## config.mk

```make
export PLATFORM = sky130hd
export DESIGN_NAME = spcd_ctrl
export DESIGN_NICKNAME = d
export VERILOG_FILES = /design/src/sv/sort_points_by_center_distance_defines.svh /design/src/sv/spcd_pkg.sv /design/src/sv/spcd_ctrl.sv
export SDC_FILE = /design/constraint.sdc
export NUM_CORES = 1
export LEC_CHECK = 0
export ABC_AREA = 1
export BUFFER_PORTS_ARGS = -buffer_cell sky130_fd_sc_hd__buf_4
export CAP_MARGIN = 5
export CORE_ASPECT_RATIO = 0.75
export CORE_UTILIZATION = 45
export DETAILED_ROUTE_END_ITERATION = 8
export GPL_TIMING_DRIVEN = 0
export PLACE_DENSITY_LB_ADDON = 0.08
export SLEW_MARGIN = 0
export SYNTH_ARGS = -nofsm -noshare
export SYNTH_HDL_FRONTEND = slang
export SYNTH_SLANG_ARGS = --single-unit
```

## constraint.sdc

```tcl
create_clock -name i_clk -period 2.8 [get_ports i_clk]
set_clock_uncertainty 0.15 [all_clocks]
set_input_delay 0.14 -clock i_clk [delete_from_list [all_inputs] [get_ports i_clk]]
set_output_delay 0.14 -clock i_clk [all_outputs]
set_load 0.03 [all_outputs]
```

## src/sv/sort_points_by_center_distance_defines.svh

```systemverilog
// ----------------------------------------------------------------------------
// Center-distance sort: assertion macros
// Shared concurrent assertion forms, clocked and reset-qualified.
// ----------------------------------------------------------------------------
`ifndef SORT_POINTS_BY_CENTER_DISTANCE_DEFINES_SVH
`define SORT_POINTS_BY_CENTER_DISTANCE_DEFINES_SVH

// Same-cycle implication
`define SPCD_ASSERT_NOW(label, clk, rst_n, ante, cons) \
    label: assert property (@(posedge clk) disable iff (!rst_n) (ante) |-> (cons)) \
        else $error("spcd same-cycle check failed");

// Next-cycle implication
`define SPCD_ASSERT_NEXT(label, clk, rst_n, ante, cons) \
    label: assert property (@(posedge clk) disable iff (!rst_n) (ante) |=> (cons)) \
        else $error("spcd next-cycle check failed");

`endif

```

## src/sv/spcd_pkg.sv

```systemverilog
// ----------------------------------------------------------------------------
// Center-distance sort: package
// Sizes, point record and the command/status bundles between the units.
// ----------------------------------------------------------------------------
package spcd_pkg;

    localparam int MAX_POINTS = 64;
    localparam int IDX_W      = $clog2(MAX_POINTS);
    localparam int CNT_W      = $clog2(MAX_POINTS + 1);

    localparam int ID_W    = 20;
    localparam int LAT_W   = 30;
    localparam int LON_W   = 31;
    localparam int PT_W    = ID_W + LAT_W + LON_W;
    localparam int TDATA_W = ((PT_W + 7) / 8) * 8;

    localparam int DLAT_W = LAT_W + 1;
    localparam int DLON_W = LON_W + 1;
    localparam int DIST_W = 2 * DLON_W;

    // cycles from the last read issue until the best entry is settled
    localparam int DRAIN_CYC = 4;
    localparam int DRAIN_W   = $clog2(DRAIN_CYC);

    typedef struct packed {
        logic        [LON_W-1:0] lon;
        logic signed [LAT_W-1:0] lat;
        logic        [ID_W-1:0]  id;
    } t_point;

    typedef struct packed {
        logic             load;
        logic             issue;
        logic [IDX_W-1:0] rd_addr;
        logic             emit;
        logic             emit_last;
        logic             clear_set;
    } t_cmd;

    typedef struct packed {
        logic [CNT_W-1:0] count;
        logic             out_free;
    } t_sts;

endpackage

```

## src/sv/spcd_ctrl.sv

```systemverilog
// ----------------------------------------------------------------------------
// Center-distance sort: controller
// Sequences load, repeated minimum scans and the emit of each result.
// ----------------------------------------------------------------------------
module spcd_ctrl (
    input  logic            i_clk,
    input  logic            i_rst_n,
    input  logic            i_s_tvalid,
    input  logic            i_s_tlast,
    output logic            o_s_tready,
    input  spcd_pkg::t_sts  i_sts,
    output spcd_pkg::t_cmd  o_cmd
);

    localparam logic [1:0] S_LOAD  = 2'd0;
    localparam logic [1:0] S_ISSUE = 2'd1;
    localparam logic [1:0] S_DRAIN = 2'd2;
    localparam logic [1:0] S_EMIT  = 2'd3;

    logic [1:0]                    r_state, n_state;
    logic [spcd_pkg::CNT_W-1:0]    r_idx, n_idx;
    logic [spcd_pkg::CNT_W-1:0]    r_rank, n_rank;
    logic [spcd_pkg::DRAIN_W-1:0]  r_drain, n_drain;
    logic [spcd_pkg::CNT_W-1:0]    w_top;

    assign w_top = i_sts.count - spcd_pkg::CNT_W'(1);

    // next state and commands
    always_comb begin
        n_state    = r_state;
        n_idx      = r_idx;
        n_rank     = r_rank;
        n_drain    = r_drain;
        o_s_tready = 1'b0;
        o_cmd      = '0;
        o_cmd.rd_addr = r_idx[spcd_pkg::IDX_W-1:0];
        unique case (r_state)
            S_LOAD: begin
                o_s_tready = 1'b1;
                o_cmd.load = i_s_tvalid;
                if (i_s_tvalid && i_s_tlast) begin
                    n_state = S_ISSUE;
                    n_idx   = '0;
                    n_rank  = '0;
                end
            end
            S_ISSUE: begin
                o_cmd.issue = 1'b1;
                if (r_idx == w_top) begin
                    n_state = S_DRAIN;
                    n_drain = '0;
                end else begin
                    n_idx = r_idx + spcd_pkg::CNT_W'(1);
                end
            end
            S_DRAIN: begin
                if (r_drain == spcd_pkg::DRAIN_W'(spcd_pkg::DRAIN_CYC - 1)) begin
                    n_state = S_EMIT;
                end else begin
                    n_drain = r_drain + spcd_pkg::DRAIN_W'(1);
                end
            end
            S_EMIT: begin
                if (i_sts.out_free) begin
                    o_cmd.emit      = 1'b1;
                    o_cmd.emit_last = (r_rank == w_top);
                    if (r_rank == w_top) begin
                        o_cmd.clear_set = 1'b1;
                        n_state         = S_LOAD;
                    end else begin
                        n_rank  = r_rank + spcd_pkg::CNT_W'(1);
                        n_idx   = '0;
                        n_state = S_ISSUE;
                    end
                end
            end
            default: n_state = S_LOAD;
        endcase
    end

    // state registers
    always_ff @(posedge i_clk) begin
        if (!i_rst_n) begin
            r_state <= S_LOAD;
            r_idx   <= '0;
            r_rank  <= '0;
            r_drain <= '0;
        end else begin
            r_state <= n_state;
            r_idx   <= n_idx;
            r_rank  <= n_rank;
            r_drain <= n_drain;
        end
    end

endmodule

```

=== Yosys cells after proc, flatten, opt, wreduce, memory -nomap -nowiden ===
Index checks and enable logic that the tools add are counted.
W data, S select, Z words.

* Input bits: 12
* Output and inout bits: 12
* Logic and storage cells: 53
* Register bits: 18

* Eq/ne operators: 13
* Add/subtract/negate cells: 4
* Reduce and logical (&&, ||, !) cells: 9
* Multiplexer cells: 23

{| class="wikitable"
|+ Operators by type and width
! kind !! count
|-
| $mux W7 || 6
|-
| $pmux W7 S3 || 1
|-
| $add A7 B1 Y7 const B || 2
|-
| $eq A7 B7 Y1 || 2
|-
| $ne A2 B2 Y1 const B || 7
|-
| $pmux W7 S2 || 1
|-
| $mux W2 || 6
|-
| $pmux W2 S4 || 1
|-
| $reduce_and A4 Y1 || 2
|-
| $sub A7 B1 Y7 const B || 1
|-
| $eq A2 B2 Y1 const B || 3
|-
| $mux W3 || 2
|-
| $mux W1 || 5
|-
| $reduce_and A5 Y1 || 1
|-
| $pmux W2 S2 || 1
|-
| $reduce_bool A2 Y1 || 2
|-
| $reduce_and A3 Y1 || 1
|-
| $reduce_bool A3 Y1 || 1
|-
| $add A2 B1 Y2 const B || 1
|-
| $eq A2 B1 Y1 const B || 1
|-
| $logic_not A2 Y1 || 1
|-
| $logic_and A1 B1 Y1 || 1
|}

=== Logic depth before layout (Yosys ltp) ===
* Depth in word-level cells: 5
* Depth in mapped cells: 15
* Depth with buffers taken out: 14

=== Least setup slack after synthesis ===
No wires, ideal clock.

* Path kind: input port to output port
* Start: in i_sts[1] (netlist name)
* End: out o_cmd[1] (netlist name)
* Arrival time: 1.979 ns
* Cell stages on the path: 13
* Setup slack: 0.531 ns
* Path through: inv_1 -> ha_1 -> buf_2 -> inv_1 -> nand2_1 -> nand3_1 -> nand2_1 -> nor2_2 -> nand3_2 -> nor2_4 -> nand3_4 -> nor2_1 -> buf_4

{| class="wikitable"
|+ RTL lines
! what !! line !! text
|-
| start: declaration || spcd_ctrl.sv:11 || <nowiki>input spcd_pkg::t_sts i_sts,</nowiki>
|-
| end: declaration || spcd_ctrl.sv:12 || <nowiki>output spcd_pkg::t_cmd o_cmd</nowiki>
|}

==> flow_summary.json <==
{
  "grt_pass1_vias": 1356,
  "drc_errors": 0,
  "reg2reg_depth": 7,
  "r2r_start": "r_state[0]",
  "ys_seq_area_share_pct": 22.05,
  "cts.reportedPaths.clkPinSlew_ns": 0.07,
  "ir_drop_uv": 427.4,
  "setup-tns-final_ns": 0,
  "hold_depth": 7,
  "syn_nets": 273,
  "grt_pass1_wl_um": 6099,
  "worstHoldPathType": "in2reg",
  "setup_violations": 0,
  "arrival_ns": 2.00,
  "finalMaxSlewViolations": 0,
  "holdPathEnd": "r_state[0]",
  "nFillCells": 340,
  "synth_cells": 253,
  "yosysUniqueCellTypes": 29,
  "crit_type": "in2out",
  "crit_start": "i_sts[1]",
  "initial_core_util_pct": 48.37,
  "port_buffers": 23,
  "wl_um": 3635,
  "dr.pass1.iters": 4,
  "drtIter0Drc": 72,
  "cts_buffers": 3,
  "drive_gt1_share_pct": 23.13,
  "synth_seq_cells": 18,
  "htree_num_levels": 1,
  "antennaDiodeCount": 0,
  "max_freq_mhz": 435.8,
  "holdBufCountCts": 1,
  "worst-path-max-fanout": 10,
  "setup_ws_ns": 0.5056,
  "finalCriticalPeriod_ns": 2.294,
  "max_cap_violations": 0,
  "antenna_found_initial": 0,
  "hold_viol_final": 0,
  "avgRoutedWirePerCell_um": 11.32,
  "cts_root_buf": "clkbuf_8",
  "holdCritStartpoint": "i_s_tlast",
  "grt_overflow_total": 0,
  "grt_usage_pct": 20.63,
  "ys_warn_count": 0,
  "yosysTopAreaCell": "dfxtp_1",
  "period_share_pct": 81.94,
  "p_total_uw": 1065,
  "worstSetupEndpointType": "output port",
  "clock_path_buffers": 2,
  "critPathRequiredTime_ns": 2.51,
  "ctsResizeCount": 0,
  "syn_area_sq_mm": 0.001634,
  "whs_ns": 0.3320,
  "regToRegSetupSlack_ns": 0.70,
  "num_rows": 18,
  "leakage_uw": 0.0008356,
  "worst_pin_slew_ns": 0.6351,
  "die_x_um": 71.58,
  "gp_congestion": 0.8449,
  "grt_max_degree": 11,
  "timing.rr.end": "r_idx[4]",
  "place_ws_ns": 0.5050,
  "rsz0062_at_grt": "no",
  "vias": 1602,
  "status": "finished clean",
  "cts_tree": "yes",
  "synth_top_area_share_pct": 22.05,
  "vias_per_cell": 4.991,
  "postCtsSetupRepairBufs": 0,
  "die_y_um": 54.19,
  "max-slew-margin-rel_pct": 57.51,
  "pin_count": 24,
  "ant_nets": 0,
  "core_sq_mm": 0.003378,
  "hpwl_um": 2861,
  "synthTopCellsByArea": "dfxtp_1 (22%), nand2_1 (16%), nand3_1 (8.0%), inv_1 (6.2%), ha_1 (6.1%)",
  "syn_to_final_growth_pct": 17.61,
  "startpoint_type": "input pin",
  "power_density_mw_per_mm2": 554.1,
  "die_area_sq_mm": 0.003879,
  "avgSynthCellArea_sq_um": 6.459,
  "nets": 302,
  "cts_sinks": 18,
  "clkLatencyLatePin_ns": 0.26
}
==> worst max-delay path by stage <==
stage                     slack (ns)       end
after global routing            0.32  o_cmd[1]
after floorplan                 0.53  o_cmd[1]
final                           0.51  o_cmd[1]
after CTS                       0.50  o_cmd[1]
after detailed placement        0.50  o_cmd[1]
after global placement          0.53  o_cmd[1]
==> per-stage QoR <==
| stage | area [sq um] | util [%] | instances |
|---|---|---|---|
| 3_5_place_dp | 1857 | 54.96 | 316 |
| 2_1_floorplan | 1634 | - | 253 |
| 3_3_place_gp | 1857 | 54.96 | 316 |
| 4_1_cts | 1922 | 56.89 | 321 |
| 6_report | 1922 | 56.89 | 321 |
| 5_1_grt | 1922 | 56.89 | 321 |
==> sequential cells by signal (all words and copies together), names as in the netlist <==
signal,cells
r_drain,2
r_idx,7
r_rank,7
r_state,2
==> critical path, cell delays in order <==
cell and delay [ns]:
buf_4 0.12, inv_1 0.19, ha_1 0.18, buf_2 0.19
nand2_1 0.09, nand3_1 0.08, nand2_1 0.08, nor2_2 0.09
nand3_2 0.08, nor2_4 0.13, nand3_4 0.17, nor2_1 0.18
buf_4 0.12, buf_4 0.14
==> layout make-up <==
class	count	area (sq um)	share of cell area, %
plain buffers	9	61.31	3.190
clock buffers	4	55.05	2.865
inverters	28	105.1	5.469
multi-input cells	198	1107	57.62
flip-flops and latches	18	360.3	18.75
well taps	40	50.05	2.604
repair buffers	24	182.7	9.505
==> cell families after synthesis <==
| kind of cell | synth area share (%) |
|---|---|
| DFF | 22.05 |
| adders and majority gates | 6.126 |
| buffers and inverters | 10.18 |
| AOI/OAI and AO/OA | 9.495 |
| xor gates and xnor gates | 4.288 |
| and+or+nand+nor | 47.85 |
==> metal layers <==
layer | global-route usage [%] | vias up | part of all wire [%]
met1 | 28.57 | 698 | 53
li1 | - | 877 | -
met2 | 33.97 | 25 | 42
met5 | 0 | - | 0
met4 | 2.941 | 0 | 0.33
met3 | 4.494 | 2 | 4.7
==> cells in the mapped netlist <==
cell / instances
nand3_1: 26
nand4_2: 1
nand3_2: 3
buf_2: 1
xnor2_1: 1
o21ai_1: 2
buf_4: 7
or2_2: 1
nor2_1: 24
a21oi_1: 13
nand2_2: 6
xor2_1: 7
dfxtp_1: 18
nor2_2: 4
nand2_1: 68
inv_1: 27
nand3_4: 2
nor3b_1: 2
nand2_4: 1
o21ai_2: 2
nor3_1: 3
clkbuf_1: 1
o21ai_0: 2
a21oi_2: 6
nand4_1: 10
nor2_4: 3
ha_1: 8
inv_2: 1
nand3b_1: 3
==> where the power goes <==
part	internal, uW	switching (uW)
clock	125	97.3
sequential	282	31.1
combinational	187	342
total	595	470
==> layout by cell type (no fill, tap or decap), types with 4 or more instances in the layout <==
cell type  synthesis  routed
nand2_1           68      68
buf_4              7      30
inv_1             27      27
nand3_1           26      26
nor2_1            24      24
dfxtp_1           18      18
a21oi_1           13      13
nand4_1           10      10
ha_1               8       8
xor2_1             7       7
nand2_2            6       6
a21oi_2            6       6
nor2_2             4       4
clkbuf_8           0       4
Note: power is estimated with default switching activity, not from simulation.
